File: src/sv/ngga_pkg.sv
// ----------------------------------------------------------------------------
// ngga_pkg
// Shared types and constants for the GGA position parser.
// ----------------------------------------------------------------------------
package ngga_pkg;

  localparam int unsigned QUEUE_DEPTH = 4;

  localparam logic [3:0] FIELD_MAX  = 4'd15;
  localparam logic [3:0] FIELD_TIME = 4'd1;
  localparam logic [3:0] FIELD_LAT  = 4'd2;
  localparam logic [3:0] FIELD_NS   = 4'd3;
  localparam logic [3:0] FIELD_LON  = 4'd4;
  localparam logic [3:0] FIELD_EW   = 4'd5;

  localparam logic [7:0] CH_COMMA = 8'h2C;
  localparam logic [7:0] CH_DOT   = 8'h2E;
  localparam logic [7:0] CH_ZERO  = 8'h30;
  localparam logic [7:0] CH_NINE  = 8'h39;

  typedef struct packed {
    logic [7:0] char_byte;
    logic       sentence_end;
  } char_t;

  typedef struct packed {
    logic [31:0] time_value;
    logic [31:0] latitude_value;
    logic [7:0]  north_south;
    logic [31:0] longitude_value;
    logic [7:0]  east_west;
    logic [3:0]  fields_seen;
    logic        bad_character;
  } fix_t;

  typedef enum logic [2:0] {
    OP_SKIP = 3'd0,
    OP_TIME = 3'd1,
    OP_LAT  = 3'd2,
    OP_LON  = 3'd3,
    OP_NS   = 3'd4,
    OP_EW   = 3'd5,
    OP_BAD  = 3'd6
  } op_t;

  typedef struct packed {
    op_t        op;
    logic [7:0] char_byte;
    logic [3:0] fields_seen;
    logic       last;
  } item_t;

endpackage

File: src/sv/ngga_front.sv
// ----------------------------------------------------------------------------
// ngga_front
// Tracks the field index and classifies each character into a back-end op.
// ----------------------------------------------------------------------------
module ngga_front (
  input  logic              clk,
  input  logic              rst,
  input  logic              accept,
  input  ngga_pkg::char_t   char_data,
  output ngga_pkg::item_t   item
);

  logic [3:0] field_index;
  logic [3:0] field_index_next;
  logic       is_comma;
  logic       is_digit;
  logic       is_dot;
  ngga_pkg::op_t num_op;

  assign is_comma = (char_data.char_byte == ngga_pkg::CH_COMMA);
  assign is_dot   = (char_data.char_byte == ngga_pkg::CH_DOT);
  assign is_digit = (char_data.char_byte >= ngga_pkg::CH_ZERO) &&
                    (char_data.char_byte <= ngga_pkg::CH_NINE);

  always_comb begin
    field_index_next = field_index;
    if (is_comma && (field_index != ngga_pkg::FIELD_MAX)) begin
      field_index_next = field_index + 4'd1;
    end
  end

  always_comb begin
    unique case (field_index)
      ngga_pkg::FIELD_TIME: num_op = ngga_pkg::OP_TIME;
      ngga_pkg::FIELD_LAT:  num_op = ngga_pkg::OP_LAT;
      default:              num_op = ngga_pkg::OP_LON;
    endcase
  end

  always_comb begin
    item.char_byte   = char_data.char_byte;
    item.last        = char_data.sentence_end;
    item.fields_seen = field_index_next;
    item.op          = ngga_pkg::OP_SKIP;
    if (!is_comma) begin
      unique case (field_index)
        ngga_pkg::FIELD_TIME, ngga_pkg::FIELD_LAT, ngga_pkg::FIELD_LON: begin
          if (is_digit) begin
            item.op = num_op;
          end else if (!is_dot) begin
            item.op = ngga_pkg::OP_BAD;
          end
        end
        ngga_pkg::FIELD_NS: item.op = ngga_pkg::OP_NS;
        ngga_pkg::FIELD_EW: item.op = ngga_pkg::OP_EW;
        default:            item.op = ngga_pkg::OP_SKIP;
      endcase
    end
  end

  always_ff @(posedge clk) begin
    if (rst) begin
      field_index <= 4'd0;
    end else if (accept) begin
      field_index <= char_data.sentence_end ? 4'd0 : field_index_next;
    end
  end

  a_clear_at_end: assert property (@(posedge clk) disable iff (rst)
    accept && char_data.sentence_end |=> field_index == 4'd0)
    else $error("field index not cleared after sentence end");

  a_saturate: assert property (@(posedge clk) disable iff (rst)
    accept && !char_data.sentence_end && $past(field_index == ngga_pkg::FIELD_MAX)
    && !$past(accept && char_data.sentence_end)
    |=> field_index == ngga_pkg::FIELD_MAX)
    else $error("field index left saturation");

  a_step: assert property (@(posedge clk) disable iff (rst)
    accept && !char_data.sentence_end && is_comma && field_index != ngga_pkg::FIELD_MAX
    |=> field_index == $past(field_index) + 4'd1)
    else $error("comma did not advance field index");

endmodule

File: src/sv/ngga_queue.sv
// ----------------------------------------------------------------------------
// ngga_queue
// Small register FIFO of classified items between front and back.
// ----------------------------------------------------------------------------
module ngga_queue #(
  parameter int unsigned Depth = ngga_pkg::QUEUE_DEPTH
) (
  input  logic            clk,
  input  logic            rst,
  input  logic            push,
  input  ngga_pkg::item_t push_item,
  output logic            full,
  input  logic            pop,
  output logic            head_valid,
  output ngga_pkg::item_t head_item
);

  localparam int unsigned PtrW = $clog2(Depth);
  localparam int unsigned CntW = $clog2(Depth + 1);
  localparam logic [PtrW-1:0] LastPtr = PtrW'(Depth - 1);
  localparam logic [CntW-1:0] FullCnt = CntW'(Depth);

  ngga_pkg::item_t entries [Depth];
  logic [PtrW-1:0] wr_ptr;
  logic [PtrW-1:0] rd_ptr;
  logic [CntW-1:0] count;

  assign full       = (count == FullCnt);
  assign head_valid = (count != '0);
  assign head_item  = entries[rd_ptr];

  always_ff @(posedge clk) begin
    if (push) begin
      entries[wr_ptr] <= push_item;
    end
  end

  always_ff @(posedge clk) begin
    if (rst) begin
      wr_ptr <= '0;
      rd_ptr <= '0;
      count  <= '0;
    end else begin
      if (push) begin
        wr_ptr <= (wr_ptr == LastPtr) ? '0 : wr_ptr + PtrW'(1);
      end
      if (pop) begin
        rd_ptr <= (rd_ptr == LastPtr) ? '0 : rd_ptr + PtrW'(1);
      end
      unique case ({push, pop})
        2'b10:   count <= count + CntW'(1);
        2'b01:   count <= count - CntW'(1);
        default: count <= count;
      endcase
    end
  end

  a_no_overflow: assert property (@(posedge clk) disable iff (rst)
    push |-> !full)
    else $error("push into full queue");

  a_no_underflow: assert property (@(posedge clk) disable iff (rst)
    pop |-> head_valid)
    else $error("pop from empty queue");

  a_count_up: assert property (@(posedge clk) disable iff (rst)
    push && !pop |=> count == $past(count) + CntW'(1))
    else $error("queue count lost a push");

endmodule

File: src/sv/ngga_back.sv
// ----------------------------------------------------------------------------
// ngga_back
// Applies classified items to the accumulators and registers the result.
// ----------------------------------------------------------------------------
module ngga_back (
  input  logic            clk,
  input  logic            rst,
  input  logic            head_valid,
  input  ngga_pkg::item_t head_item,
  output logic            pop,
  output logic            fix_valid,
  input  logic            fix_stall,
  output ngga_pkg::fix_t  fix_data
);

  logic [31:0] time_acc;
  logic [31:0] lat_acc;
  logic [31:0] lon_acc;
  logic [7:0]  ns_letter;
  logic [7:0]  ew_letter;
  logic        bad_seen;
  logic [31:0] time_acc_next;
  logic [31:0] lat_acc_next;
  logic [31:0] lon_acc_next;
  logic [7:0]  ns_letter_next;
  logic [7:0]  ew_letter_next;
  logic        bad_seen_next;
  logic [31:0] sel_acc;
  logic [31:0] acc_step;
  logic [7:0]  digit_byte;
  logic        out_free;

  assign out_free = !fix_valid || !fix_stall;
  assign pop      = head_valid && (!head_item.last || out_free);

  always_comb begin
    unique case (head_item.op)
      ngga_pkg::OP_TIME: sel_acc = time_acc;
      ngga_pkg::OP_LAT:  sel_acc = lat_acc;
      default:           sel_acc = lon_acc;
    endcase
  end

  assign digit_byte = head_item.char_byte - ngga_pkg::CH_ZERO;
  assign acc_step   = (sel_acc << 3) + (sel_acc << 1) + {28'd0, digit_byte[3:0]};

  always_comb begin
    time_acc_next  = time_acc;
    lat_acc_next   = lat_acc;
    lon_acc_next   = lon_acc;
    ns_letter_next = ns_letter;
    ew_letter_next = ew_letter;
    bad_seen_next  = bad_seen;
    unique case (head_item.op)
      ngga_pkg::OP_TIME: time_acc_next  = acc_step;
      ngga_pkg::OP_LAT:  lat_acc_next   = acc_step;
      ngga_pkg::OP_LON:  lon_acc_next   = acc_step;
      ngga_pkg::OP_NS:   ns_letter_next = head_item.char_byte;
      ngga_pkg::OP_EW:   ew_letter_next = head_item.char_byte;
      ngga_pkg::OP_BAD:  bad_seen_next  = 1'b1;
      default:           bad_seen_next  = bad_seen;
    endcase
  end

  always_ff @(posedge clk) begin
    if (rst) begin
      time_acc  <= '0;
      lat_acc   <= '0;
      lon_acc   <= '0;
      ns_letter <= '0;
      ew_letter <= '0;
      bad_seen  <= 1'b0;
    end else if (pop) begin
      if (head_item.last) begin
        time_acc  <= '0;
        lat_acc   <= '0;
        lon_acc   <= '0;
        ns_letter <= '0;
        ew_letter <= '0;
        bad_seen  <= 1'b0;
      end else begin
        time_acc  <= time_acc_next;
        lat_acc   <= lat_acc_next;
        lon_acc   <= lon_acc_next;
        ns_letter <= ns_letter_next;
        ew_letter <= ew_letter_next;
        bad_seen  <= bad_seen_next;
      end
    end
  end

  always_ff @(posedge clk) begin
    if (rst) begin
      fix_valid <= 1'b0;
    end else if (pop && head_item.last) begin
      fix_valid <= 1'b1;
    end else if (!fix_stall) begin
      fix_valid <= 1'b0;
    end
  end

  always_ff @(posedge clk) begin
    if (pop && head_item.last) begin
      fix_data.time_value      <= time_acc_next;
      fix_data.latitude_value  <= lat_acc_next;
      fix_data.north_south     <= ns_letter_next;
      fix_data.longitude_value <= lon_acc_next;
      fix_data.east_west       <= ew_letter_next;
      fix_data.fields_seen     <= head_item.fields_seen;
      fix_data.bad_character   <= bad_seen_next;
    end
  end

  a_clear_after_end: assert property (@(posedge clk) disable iff (rst)
    pop && head_item.last |=> time_acc == '0 && lat_acc == '0 && lon_acc == '0
    && !bad_seen)
    else $error("state not cleared after sentence end");

  a_no_overwrite: assert property (@(posedge clk) disable iff (rst)
    fix_valid && fix_stall |-> !(pop && head_item.last))
    else $error("result overwritten while stalled");

  a_result_follows: assert property (@(posedge clk) disable iff (rst)
    pop && head_item.last |=> fix_valid)
    else $error("sentence end produced no result");

endmodule

File: src/sv/nmea_gga_position_parser.sv
// ----------------------------------------------------------------------------
// nmea_gga_position_parser
// GGA sentence parser: time, latitude, longitude and hemispheres per sentence.
// ----------------------------------------------------------------------------
// Throughput: one character per cycle while the queue is not full; the x10
//   accumulate in the back end takes one queued character each cycle, except
//   that a sentence end waits while fix_stall holds the previous result.
// Reset: synchronous rst clears the field index, queue and accumulators.
// ----------------------------------------------------------------------------
module nmea_gga_position_parser #(
  parameter int unsigned QueueDepth = ngga_pkg::QUEUE_DEPTH
) (
  input  logic            clk,
  input  logic            rst,
  input  logic            char_valid,
  output logic            char_stall,
  input  ngga_pkg::char_t char_data,
  output logic            fix_valid,
  input  logic            fix_stall,
  output ngga_pkg::fix_t  fix_data
);

  logic            accept;
  logic            q_full;
  logic            pop;
  logic            head_valid;
  ngga_pkg::item_t front_item;
  ngga_pkg::item_t head_item;

  assign char_stall = q_full;
  assign accept     = char_valid && !q_full;

  ngga_front u_front (
    .clk       (clk),
    .rst       (rst),
    .accept    (accept),
    .char_data (char_data),
    .item      (front_item)
  );

  ngga_queue #(
    .Depth (QueueDepth)
  ) u_queue (
    .clk        (clk),
    .rst        (rst),
    .push       (accept),
    .push_item  (front_item),
    .full       (q_full),
    .pop        (pop),
    .head_valid (head_valid),
    .head_item  (head_item)
  );

  ngga_back u_back (
    .clk        (clk),
    .rst        (rst),
    .head_valid (head_valid),
    .head_item  (head_item),
    .pop        (pop),
    .fix_valid  (fix_valid),
    .fix_stall  (fix_stall),
    .fix_data   (fix_data)
  );

endmodule

File: config.mk
export PLATFORM = sky130hd
export DESIGN_NAME = nmea_gga_position_parser
export DESIGN_NICKNAME = d
export VERILOG_FILES = /design/src/sv/ngga_pkg.sv /design/src/sv/ngga_front.sv /design/src/sv/ngga_queue.sv /design/src/sv/ngga_back.sv /design/src/sv/nmea_gga_position_parser.sv
export SDC_FILE = /design/constraint.sdc
export NUM_CORES = 1
export LEC_CHECK = 0
export BUFFER_PORTS_ARGS = -buffer_cell sky130_fd_sc_hd__buf_4
export CAP_MARGIN = 20
export CORE_MARGIN = 2
export CORE_UTILIZATION = 54
export CTS_CLUSTER_SIZE = 24
export DETAILED_ROUTE_END_ITERATION = 16
export PLACE_DENSITY = 0.81
export SYNTH_ARGS = -nofsm -noshare
export SYNTH_HDL_FRONTEND = slang
export SYNTH_SLANG_ARGS = --single-unit
File: constraint.sdc
create_clock -name clk -period 4.6 [get_ports clk]
set_clock_uncertainty 0.2 [all_clocks]
set_input_delay 0.92 -clock clk [delete_from_list [all_inputs] [get_ports clk]]
set_output_delay 0.92 -clock clk [all_outputs]
set_load 0.02 [all_outputs]
==> results_dict.tcl, run 1 <==
set metrics [dict create \
    status "complete, but fails checks" \
    failed_checks "negative setup slack" \
    start_util_pct 54.77 \
    max_freq_mhz 196.9 \
    period_share_pct 110.4 \
    timing.setup.tns_ns -24.10 \
    numClockSinks 308 \
    critPathMaxStageDelay_ns 0.53 \
    whs_ns 0.2666 \
    min_tclk_post_route_ns 5.080 \
    setup_viol 119 \
    cp-start-kind "flip-flop" \
    vias_per_cell 6.186 \
    path_buf_inv 2 \
    cts_inserted_buffers 30 \
    worst_setup_path_end_kind "flip-flop" \
    worst-endpoint-required_ns 4.68 \
    die_area_mm2 0.02767 \
    hold_depth 2 \
    worstReg2RegEnd "u_back.fix_data[44]" \
    row_count 59 \
    irDropWorstVdd_mv 0.4677 \
    core_area_mm2 0.02598 \
    post-route-drc-count 0 \
    worst-r2r-setup-slack_ns -0.48 \
    critPathKind "flip-flop to flip-flop" \
    placed_cells 1820 \
    final_max_slew_viol_count 0 \
    hold_path.class "flip-flop to flip-flop" \
    worstSkewPairLatency_ns 0.58 \
    hold_path_end "u_back.lon_acc[24]" \
    synth.ff_latch_count 308 \
    cts.htree.levels 1 \
    synth-edff-count 181 \
    place_hpwl_mm 23.76 \
    cts_root_buf "sky130_fd_sc_hd__clkbuf_16" \
    boundaryPins 132 \
    fillers 1595 \
    timing_hold_violations_final 0 \
    cpLargestDelayFamily "compound AO/OA/AOI/OAI gates" \
    initial_antenna_violation_count 0 \
    synth.net_count 1383 \
    cp_max_fo 7 \
    maxCapViolations 0 \
    antenna_cells 0 \
    gp_congestion 0.9069 \
    netlist_instances 1299 \
    instances_no_fill 1904 \
    critPathArrivalTime_ns 5.16 \
    crit_path_slowest_cell "sky130_fd_sc_hd__mux4_2" \
    worst-r2r-cell-count 18 \
    port_buffers 131 \
    gr-usage-all-layers_pct 25.07 \
    detailroute.via_count 11778 \
    grt-ovfl-total 0 \
    number_of_nets_with_antenna_violations_after_detailed_routing 0 \
    clk_transition_reported_paths_ns 0.07 \
    seq_area_frac_synth_pct 56.05 \
    floorplan.die.width_um 166.3 \
    timing.critical_path.cells "mux4_2, nor2b_4, and2b_2, buf_12, buf_6, a22oi_2, nand2_2, ha_4, ha_4, a211o_1, a221oi_2, and3_4, o21ai_4, a311o_1, a31oi_2, o31a_1, xor2_1, o21ai_1" \
    ys_types 61 \
    largest_net_degree_at_the_start_of_global_routing 70 \
    die_y_um 166.3 \
    asyncSetResetFlopFracSynth_pct 0 \
    yosys_warnings 0 \
    rsz_0062_raised_after_global_routing "yes" \
    syn_area_mm2 0.01423 \
    drt_iter0_drc 1432 \
    post_route_worst_setup_slack_ns -0.4798 \
    hold_path_startpoint "u_back.lon_acc[24]" \
    number_of_global_route_vias_before_repair 11121 \
    postSynth.topFlopCell "sky130_fd_sc_hd__edfxtp_1" \
    worst_slew_pin_slew_ns 0.8977 \
    leakagePower_nw 7.326 \
    detailedRoute.firstPassIterationCount 6 \
    critical_path.most_common_cell "sky130_fd_sc_hd__ha_4" \
    timing.slew.headroom_pct 40.15 \
    drive_above_1_share_pct 34.23 \
    avgSynthCellArea_um2 10.96 \
    grt_first_pass_wirelength_mm 56.53 \
    nNetsFinal 1629 \
    powerDensity_mw_per_mm2 521.5 \
    cts_tree "built" \
    drt_wl_total_mm 39.79 \
    cts-root-to-sink-buffers 3 \
    wire_per_inst_um 20.90 \
    area_growth_pct 31.32 \
]
-- worst min-delay path, stage by stage, from the launching register on --
cell and delay (ns):
sky130_fd_sc_hd__dfxtp_1 0.32, sky130_fd_sc_hd__nand2_1 0.05, sky130_fd_sc_hd__o21ai_1 0.05
-- where the power goes --
| part | leakage [nW] | switching [mW] | internal [mW] |
|---|---|---|---|
| clock network | 0.505 | 1.06 | 1.42 |
| registers | 2.74 | 0.179 | 3.54 |
| logic | 4.08 | 2.35 | 1.19 |
-- synthesized netlist by cell type, types with 13 or more instances --
master                     instances  share of area [%]
sky130_fd_sc_hd__ha_1             68                6.0
sky130_fd_sc_hd__a21oi_1          30                1.1
sky130_fd_sc_hd__nor3_1           14               0.49
sky130_fd_sc_hd__o21ai_0         122                4.3
sky130_fd_sc_hd__a21o_1           20                1.1
sky130_fd_sc_hd__dfxtp_1         127                 18
sky130_fd_sc_hd__clkbuf_1         71                1.9
sky130_fd_sc_hd__edfxtp_1        181                 38
sky130_fd_sc_hd__a22oi_1         123                6.5
sky130_fd_sc_hd__nand2_1         189                5.0
sky130_fd_sc_hd__inv_1            18               0.47
sky130_fd_sc_hd__nand3b_1         13               0.69
sky130_fd_sc_hd__mux2_2           18                1.4
sky130_fd_sc_hd__xnor2_1          21                1.3
sky130_fd_sc_hd__xor2_1           19                1.2
sky130_fd_sc_hd__mux4_2           16                2.5
sky130_fd_sc_hd__nor2_1          127                3.3
-- registers in the layout, indices dropped and copies added (netlist names), named ones only --
register             flops
u_back.bad_seen          1
u_back.fix_data        117
u_queue.rd_ptr           2
u_back.time_acc         32
u_queue.entries         64
u_back.ew_letter         8
u_back.lat_acc          32
u_front.field_index      4
u_back.ns_letter         8
u_back.lon_acc          32
u_back.fix_valid         1
u_queue.count            3
u_queue.wr_ptr           2
-- timing repair --
action / 4_1_cts / 5_1_grt
gates resized for setup: 87 / 140
endpoints found under the setup margin: 107 / 146
pin swaps: 44 / 63
buffers inserted: 13 / 15
hold buffers: 0 / 0
-- per-stage QoR --
| stage | instance area, um^2 | setup WS (ns) | power (mW) | util [%] |
|---|---|---|---|---|
| 6_report | 18690 | -0.4798 | 9.747 | 71.93 |
| 3_3_place_gp | 16470 | -0.2728 | 7.016 | 63.40 |
| 4_1_cts | 17880 | -0.2761 | 9.616 | 68.82 |
| 5_1_grt | 18690 | -0.5742 | 10.10 | 71.93 |
| 3_5_place_dp | 16470 | -0.4284 | 7.082 | 63.40 |
| 2_1_floorplan | 14370 | -0.2691 | 5.749 | - |
-- final cells by class --
type	count	area, um^2	share of cell area, %
multi-input cells	894	6878	36.80
clock buffers	44	929.6	4.974
clock inverters	12	100.1	0.5355
repair buffers	292	2313	12.38
flip-flops and latches	308	7979	42.69
inverters	19	71.32	0.3816
well taps	335	419.2	2.243
-- cell families (layout without fill, tap and decap cells) --
logic type / count (synthesis) / after routing / synth area share [%]
compound gates: 337 / 337 / 15.36
buf+inv: 97 / 367 / 2.716
flops: 308 / 308 / 56.05
mux: 35 / 35 / 4.026
xor+xnor: 42 / 42 / 2.690
simple gates: 409 / 409 / 12.76
fa+ha+maj: 71 / 71 / 6.400
-- worst max path at each step --
stage                                       to  startpoint  slack, ns  cells past startpoint
after floorplan           u_back.fix_data[116]   flip-flop      -0.27                     20
after global placement     u_back.fix_data[44]   flip-flop      -0.27                     20
after detailed placement  u_back.fix_data[116]   flip-flop      -0.43                     20
after CTS                 u_back.fix_data[115]   flip-flop      -0.28                     19
after global routing       u_back.fix_data[83]   flip-flop      -0.57                     19
final                      u_back.fix_data[44]   flip-flop      -0.48                     18
-- per-layer routing --
| layer | global-route usage, % | share of wire (%) |
|---|---|---|
| met2 | 43.50 | 50 |
| met1 | 31.88 | 38 |
| met5 | 0 | 0 |
| met3 | 4.218 | 7.7 |
| met4 | 8.958 | 4.4 |
-- cell usage in the layout, fill, tap and decap left out, types with 9 or more instances in the layout --
| cell | count |
|---|---|
| sky130_fd_sc_hd__a22oi_2 | 16 |
| sky130_fd_sc_hd__edfxtp_1 | 181 |
| sky130_fd_sc_hd__a21oi_2 | 9 |
| sky130_fd_sc_hd__nor2_1 | 125 |
| sky130_fd_sc_hd__inv_1 | 14 |
| sky130_fd_sc_hd__a21oi_1 | 20 |
| sky130_fd_sc_hd__dfxtp_1 | 126 |
| sky130_fd_sc_hd__o21ai_0 | 43 |
| sky130_fd_sc_hd__o21ai_2 | 29 |
| sky130_fd_sc_hd__nand2_1 | 181 |
| sky130_fd_sc_hd__clkbuf_16 | 35 |
| sky130_fd_sc_hd__buf_6 | 17 |
| sky130_fd_sc_hd__mux2_2 | 18 |
| sky130_fd_sc_hd__o21ai_1 | 51 |
| sky130_fd_sc_hd__ha_1 | 45 |
| sky130_fd_sc_hd__ha_4 | 20 |
| sky130_fd_sc_hd__buf_4 | 270 |
| sky130_fd_sc_hd__mux4_2 | 16 |
| sky130_fd_sc_hd__nand3b_1 | 13 |
| sky130_fd_sc_hd__a22oi_1 | 107 |
| sky130_fd_sc_hd__a21o_1 | 20 |
| sky130_fd_sc_hd__xor2_2 | 10 |
| sky130_fd_sc_hd__nor3_1 | 13 |
| sky130_fd_sc_hd__xnor2_2 | 12 |
No activity file was read; power rests on OpenSTA's default activity.
==> run 2: changes to the inputs <==
--- a/config.mk
+++ b/config.mk
@@ -7,11 +7,13 @@
 export LEC_CHECK = 0
 export BUFFER_PORTS_ARGS = -buffer_cell sky130_fd_sc_hd__buf_4
 export CAP_MARGIN = 20
+export CELL_PAD_IN_SITES_DETAIL_PLACEMENT = 1
+export CELL_PAD_IN_SITES_GLOBAL_PLACEMENT = 1
 export CORE_MARGIN = 2
-export CORE_UTILIZATION = 54
+export CORE_UTILIZATION = 35
 export CTS_CLUSTER_SIZE = 24
 export DETAILED_ROUTE_END_ITERATION = 16
-export PLACE_DENSITY = 0.81
+export PLACE_DENSITY = 0.69
 export SYNTH_ARGS = -nofsm -noshare
 export SYNTH_HDL_FRONTEND = slang
 export SYNTH_SLANG_ARGS = --single-unit
==> results_dict.tcl, run 2 (synthesis results as in run 1) <==
set metrics [dict create \
    maxCapViolations 0 \
    worstReg2RegEnd "u_back.fix_data[42]" \
    detailedRoute.firstPassIterationCount 5 \
    post-route-drc-count 0 \
    failed_checks "negative setup slack" \
    number_of_nets_with_antenna_violations_after_detailed_routing 0 \
    hold_depth 2 \
    irDropWorstVdd_mv 0.3525 \
    setup_viol 90 \
    cts-root-to-sink-buffers 3 \
    cell_internal_pwr_mw 6.639 \
    dpl_ws_ns -0.4626 \
    number_of_global_route_vias_before_repair 11572 \
    place_hpwl_mm 28.73 \
    worstSkewPairLatency_ns 0.53 \
    die_area_mm2 0.04229 \
    row_count 73 \
    initial_antenna_violation_count 0 \
    switching_share_pct 36.45 \
    port_buffers 131 \
    wire_per_inst_um 20.72 \
    worst_slew_pin_slew_ns 0.9325 \
    hold_path.class "flip-flop to flip-flop" \
    boundaryPins 132 \
    cp-start-kind "flip-flop" \
    largest_reg_flops 117 \
    floorplan.die.width_um 205.7 \
    critPathKind "flip-flop to flip-flop" \
    worst-r2r-cell-count 19 \
    antenna_cells 0 \
    period_share_pct 106.5 \
    placed_cells 2024 \
    met3_usage_pct 3.247 \
    critPathMaxStageDelay_ns 0.52 \
    instances_no_fill 2103 \
    largest-register "u_back.fix_data" \
    timing.slew.headroom_pct 37.84 \
    worst_setup_path_end_kind "flip-flop" \
    layout.cells.most_common_list "sky130_fd_sc_hd__buf_4 (284), sky130_fd_sc_hd__nand2_1 (181), sky130_fd_sc_hd__edfxtp_1 (181), sky130_fd_sc_hd__dfxtp_1 (126), sky130_fd_sc_hd__nor2_1 (125)" \
    layout_commonest_cell "sky130_fd_sc_hd__buf_4" \
    cp_max_fo 14 \
    powerDensity_mw_per_mm2 547.3 \
    vias_per_cell 5.339 \
    detailroute.via_count 11228 \
    nNetsFinal 1636 \
    rsz_0062_raised_after_global_routing "yes" \
    post_route_worst_setup_slack_ns -0.3006 \
    worst-endpoint-required_ns 4.65 \
    power.sequential.fraction_pct 35.8 \
    worst-r2r-setup-slack_ns -0.30 \
    hold_path_end "u_back.lon_acc[26]" \
    grt_first_pass_wirelength_mm 66.25 \
    cts_inserted_buffers 34 \
    reg.largest.list "u_back.fix_data: 117 flops, u_queue.entries: 64 flops" \
    status "complete, but fails checks" \
    gr-usage-all-layers_pct 20.14 \
    pwr-share-comb_pct 34.4 \
    crit_path_slowest_cell "sky130_fd_sc_hd__mux4_2" \
    start_util_pct 35.66 \
    die_y_um 205.7 \
    min_tclk_post_route_ns 4.901 \
    sw_pwr_mw 3.808 \
    dpl_cell_area_mm2 0.01678 \
    area_growth_pct 34.12 \
    cts_root_buf "sky130_fd_sc_hd__clkbuf_16" \
    grt_use_met2_pct 34.18 \
    timing.setup.tns_ns -11.43 \
    leakagePower_nw 7.494 \
    met1_usage_pct 26.86 \
    drt_wl_total_mm 43.58 \
    drive_above_1_share_pct 34.03 \
    drt_iter0_drc 596 \
    final_max_slew_viol_count 0 \
    cts_tree "built" \
    clk_transition_reported_paths_ns 0.06 \
    core_area_mm2 0.03991 \
    power_frac_clock_pct 29.8 \
    cts.htree.levels 2 \
    critPathArrivalTime_ns 4.95 \
    largest_net_degree_at_the_start_of_global_routing 66 \
    numClockSinks 308 \
    grt-ovfl-total 0 \
    post-route-cell-area_mm2 0.01909 \
    grt_most_used_layer "met2" \
    timing_hold_violations_final 0 \
    timing.critical_path.cells "mux4_2, buf_6, nor2b_4, nor2b_4, buf_8, a22oi_2, nand2_2, ha_4, ha_4, a211o_1, a221oi_4, and3_4, o21ai_2, a311o_1, buf_4, a31oi_1, buf_4, xor2_2, o21ai_0" \
    gp_congestion 0.8300 \
    max_freq_mhz 204.1 \
    hold_path_startpoint "u_back.lon_acc[26]" \
    whs_ns 0.2748 \
]
[run 2: cell count changes in the layout (fill, tap and decap cells not counted), moves of 4 or more]
cell,previous run,this run
sky130_fd_sc_hd__buf_4,270,284
sky130_fd_sc_hd__buf_6,17,8
sky130_fd_sc_hd__bufinv_16,0,7
sky130_fd_sc_hd__clkbuf_8,2,6
sky130_fd_sc_hd__ha_1,45,51
sky130_fd_sc_hd__ha_4,20,16
sky130_fd_sc_hd__o21ai_2,29,33
[run 2: routing by layer]
metal / wire length [um] / up-vias
met5: 0 / -
met4: 908 / 0
met3: 1978 / 63
met2: 21620 / 251
met1: 19070 / 5647
li1: - / 5267
[run 2: worst max-delay path, delay by kind of cell (launching register included)]
| family | cells | cell delay [ns] |
|---|---|---|
| xor+xnor | 1 | 0.21 |
| mux | 1 | 0.52 |
| fa+ha+maj | 2 | 0.46 |
| buf+inv | 4 | 0.66 |
| simple gates | 4 | 0.74 |
| compound gates | 7 | 1.45 |
| flops | 1 | 0.37 |
[run 2: power groups by stage]
stage,Sequential [mW],Combinational [mW],Clock [mW]
floorplan,4.19,1.56,0
CTS,3.75,3.53,3.17
detailed placement,3.79,3.46,0
global route,3.78,3.84,3.27
global placement,3.79,3.38,0
finish,3.74,3.60,3.11
[run 2: how the worst max path moves through the flow]
| stage | from | end | slack (ns) |
|---|---|---|---|
| floorplan | flip-flop | u_back.fix_data[116] | -0.27 |
| CTS | flip-flop | u_back.fix_data[41] | -0.26 |
| global placement | flip-flop | u_back.fix_data[116] | -0.29 |
| finish | flip-flop | u_back.fix_data[42] | -0.30 |
| global route | flip-flop | u_back.fix_data[79] | -0.50 |
| detailed placement | flip-flop | u_back.fix_data[113] | -0.46 |
[run 2: repair_timing]
| action | in CTS | in global routing |
|---|---|---|
| endpoints found under the setup margin | 111 | 143 |
| pin swaps | 41 | 49 |
| hold buffers | 0 | 0 |
| gates resized for setup | 100 | 107 |
| gates cloned | 0 | 1 |
| setup buffers | 13 | 7 |
[run 2: area by class of cell]
type                            count  area [um^2]
Multi-Input combinational cell    895         6835
Inverter                           19        71.32
Clock inverter                     16        287.8
Tap cell                          525        656.9
Timing Repair Buffer              294         2257
Clock buffer                       46        998.5
Fill cell                        4225        20830
Sequential cell                   308         7981
[run 2: metrics by stage]
stage,utilization [%],power [mW]
final,47.82,10.45
after global routing,47.82,10.89
after CTS,46.73,10.45
after detailed placement,42.04,7.248
after global placement,42.04,7.169
after floorplan,-,5.749
==> run 3: changes to the inputs <==
--- a/config.mk
+++ b/config.mk
@@ -13,7 +13,7 @@
 export CORE_UTILIZATION = 35
 export CTS_CLUSTER_SIZE = 24
 export DETAILED_ROUTE_END_ITERATION = 16
-export PLACE_DENSITY = 0.69
+export PLACE_DENSITY = 0.67
 export SYNTH_ARGS = -nofsm -noshare
 export SYNTH_HDL_FRONTEND = slang
 export SYNTH_SLANG_ARGS = --single-unit
==> constraint.sdc (replaced) <==
create_clock -name clk -period 6.3 [get_ports clk]
set_clock_uncertainty 0.2 [all_clocks]
set_input_delay 1.26 -clock clk [delete_from_list [all_inputs] [get_ports clk]]
set_output_delay 1.26 -clock clk [all_outputs]
set_load 0.02 [all_outputs]
==> results_dict.tcl, run 3 (synthesis results as in run 1) <==
set metrics [dict create \
    maxCapViolations 0 \
    cts-root-to-sink-buffers 3 \
    hold_path.class "flip-flop to flip-flop" \
    irDropWorstVdd_mv 0.3360 \
    start_util_pct 35.66 \
    cp-start-kind "flip-flop" \
    drt_wl_total_mm 38.33 \
    post-route-drc-count 0 \
    wire_per_inst_um 19.54 \
    largest-register "u_back.fix_data" \
    vias_per_cell 5.301 \
    clk_transition_reported_paths_ns 0.07 \
    grt_first_pass_wirelength_mm 59.41 \
    status "complete, no violations" \
    nNetsFinal 1494 \
    gr-usage-all-layers_pct 18.02 \
    timing.slew.headroom_pct 23.77 \
    worst_setup_path_end_kind "flip-flop" \
    powerDensity_mw_per_mm2 424.8 \
    largest_net_degree_at_the_start_of_global_routing 77 \
    end_point_of_the_critical_path "u_back.fix_data[41]" \
    initial_antenna_violation_count 0 \
    gp_congestion 0.8090 \
    hold_depth 2 \
    max_freq_mhz 172.9 \
    postLayoutCoreUtil_pct 42.51 \
    area_growth_pct 19.22 \
    timing.setup.tns_ns 0 \
    worst_slew_pin_slew_ns 1.139 \
    cp_max_fo 20 \
    drive_above_1_share_pct 18.30 \
    cts_inserted_buffers 35 \
    setup_viol 0 \
    post_cts_hold_fix_bufs 0 \
    worst-r2r-setup-slack_ns 0.52 \
    critPathKind "flip-flop to flip-flop" \
    boundaryPins 132 \
    rsz_0062_raised_after_global_routing "no" \
    crit_path_slowest_cell "sky130_fd_sc_hd__mux4_2" \
    critPathMaxStageDelay_ns 0.62 \
    layout_commonest_cell "sky130_fd_sc_hd__nand2_1" \
    leakagePower_nw 6.599 \
    timing_hold_violations_final 0 \
    critPathArrivalTime_ns 5.85 \
    number_of_global_route_vias_before_repair 10421 \
    min_tclk_post_route_ns 5.785 \
    die_area_mm2 0.04229 \
    largest_reg_flops 117 \
    dpl_ws_ns 0.5548 \
    port_buffers 131 \
    grt-ovfl-total 0 \
    core_area_mm2 0.03991 \
    cts.htree.levels 2 \
    place_hpwl_mm 26.61 \
    row_count 73 \
    placed_cells 1897 \
    numClockSinks 308 \
    reg.largest.list "u_back.fix_data: 117 flops, u_queue.entries: 64 flops" \
    post-route-cell-area_mm2 0.01697 \
    timing.critical_path.cells "mux4_2, nor2b_4, nor2b_4, nor2_8, buf_4, nand2_1, nand2_1, ha_1, ha_1, inv_1, fa_1, nor2b_1, o21ai_1, a21oi_1, o211a_1, o211a_1, o41a_1, a41oi_1, xor2_1, o21ai_0" \
    detailroute.via_count 10400 \
    power_frac_clock_pct 29.9 \
    number_of_nets_with_antenna_violations_after_detailed_routing 0 \
    worst-endpoint-required_ns 6.37 \
    layout.cells.most_common_list "sky130_fd_sc_hd__nand2_1 (189), sky130_fd_sc_hd__edfxtp_1 (181), sky130_fd_sc_hd__buf_4 (151), sky130_fd_sc_hd__dfxtp_1 (127), sky130_fd_sc_hd__nor2_1 (126)" \
    cts_root_buf "sky130_fd_sc_hd__clkbuf_16" \
    antenna_cells 0 \
    post_route_worst_setup_slack_ns 0.5154 \
    worstSkewPairLatency_ns 0.55 \
    pwr-share-comb_pct 32.2 \
    cts_post_setup_buffers_inserted 0 \
    drt_iter0_drc 601 \
    switching_share_pct 36.37 \
    final_max_slew_viol_count 0 \
    worstReg2RegEnd "u_back.fix_data[41]" \
    detailedRoute.firstPassIterationCount 5 \
    worst-r2r-cell-count 20 \
    period_share_pct 91.82 \
    dpl_cell_area_mm2 0.01573 \
    power.sequential.fraction_pct 37.9 \
    sw_pwr_mw 2.621 \
    die_y_um 205.7 \
    post_cts_resized 0 \
    floorplan.die.width_um 205.7 \
    cell_internal_pwr_mw 4.586 \
    instances_no_fill 1962 \
    cts_tree "built" \
]
-- run 3: cell count changes in the layout (fill, tap and decap cells not counted), moves of 9 or more --
cell                      change
sky130_fd_sc_hd__xnor2_1     +15
sky130_fd_sc_hd__o21ai_0     +76
sky130_fd_sc_hd__xor2_1      +14
sky130_fd_sc_hd__ha_4        -16
sky130_fd_sc_hd__xor2_2       -9
sky130_fd_sc_hd__xnor2_2      -9
sky130_fd_sc_hd__o21ai_2     -30
sky130_fd_sc_hd__a22oi_2     -13
sky130_fd_sc_hd__o21ai_1     -46
sky130_fd_sc_hd__buf_4      -133
sky130_fd_sc_hd__ha_1        +17
sky130_fd_sc_hd__a22oi_1     +13
-- run 3: per-stage QoR --
stage          hold slack [ns]  total power, mW
2_1_floorplan           0.2465            4.192
6_report                0.2894            7.207
4_1_cts                 0.2884            7.276
3_3_place_gp            0.2660            5.065
3_5_place_dp            0.2795            5.098
5_1_grt                 0.3231            7.535
-- run 3: layout make-up --
type | instances | area [um^2]
Inverter | 19 | 71.32
Clock buffer | 40 | 904.6
Timing Repair Buffer | 152 | 1161
Fill cell | 4392 | 22950
Clock inverter | 24 | 305.3
Sequential cell | 308 | 7978
Tap cell | 525 | 656.9
Multi-Input combinational cell | 894 | 5891
-- run 3: critical path, delay by kind of cell (launching register included) --
kind | cells | cell delay, ns
compound gates | 7 | 1.72
simple gates | 6 | 1.05
fa+ha+maj | 3 | 0.72
mux | 1 | 0.62
flops | 1 | 0.49
xor+xnor | 1 | 0.37
buf+inv | 2 | 0.31
-- run 3: routing by layer --
layer  vias up  part of all wire (%)  global-route usage, %
li1       4965                     -                      -
met1      5197                    47                  24.41
met2       187                    48                  30.07
met3        51                   3.8                  2.882
met4         0                   1.8                  4.496
met5         -                     0                      0
-- run 3: power groups by stage --
stage	Clock [mW]	Sequential, mW	Combinational (mW)
floorplan	0	3.09	1.11
global placement	0	2.78	2.28
detailed placement	0	2.78	2.32
CTS	2.20	2.75	2.33
global route	2.27	2.76	2.50
finish	2.16	2.73	2.32
-- run 3: worst min-delay path by stage --
| stage | from | end |
|---|---|---|
| 2_1_floorplan | u_back.lon_acc[16] | u_back.lon_acc[16] |
| 6_report | u_back.lon_acc[26] | u_back.lon_acc[26] |
| 3_5_place_dp | u_back.lat_acc[24] | u_back.lat_acc[24] |
| 3_3_place_gp | u_back.lon_acc[16] | u_back.lon_acc[16] |
| 4_1_cts | u_back.lat_acc[24] | u_back.lat_acc[24] |
| 5_1_grt | u_back.lon_acc[16] | u_back.lon_acc[16] |
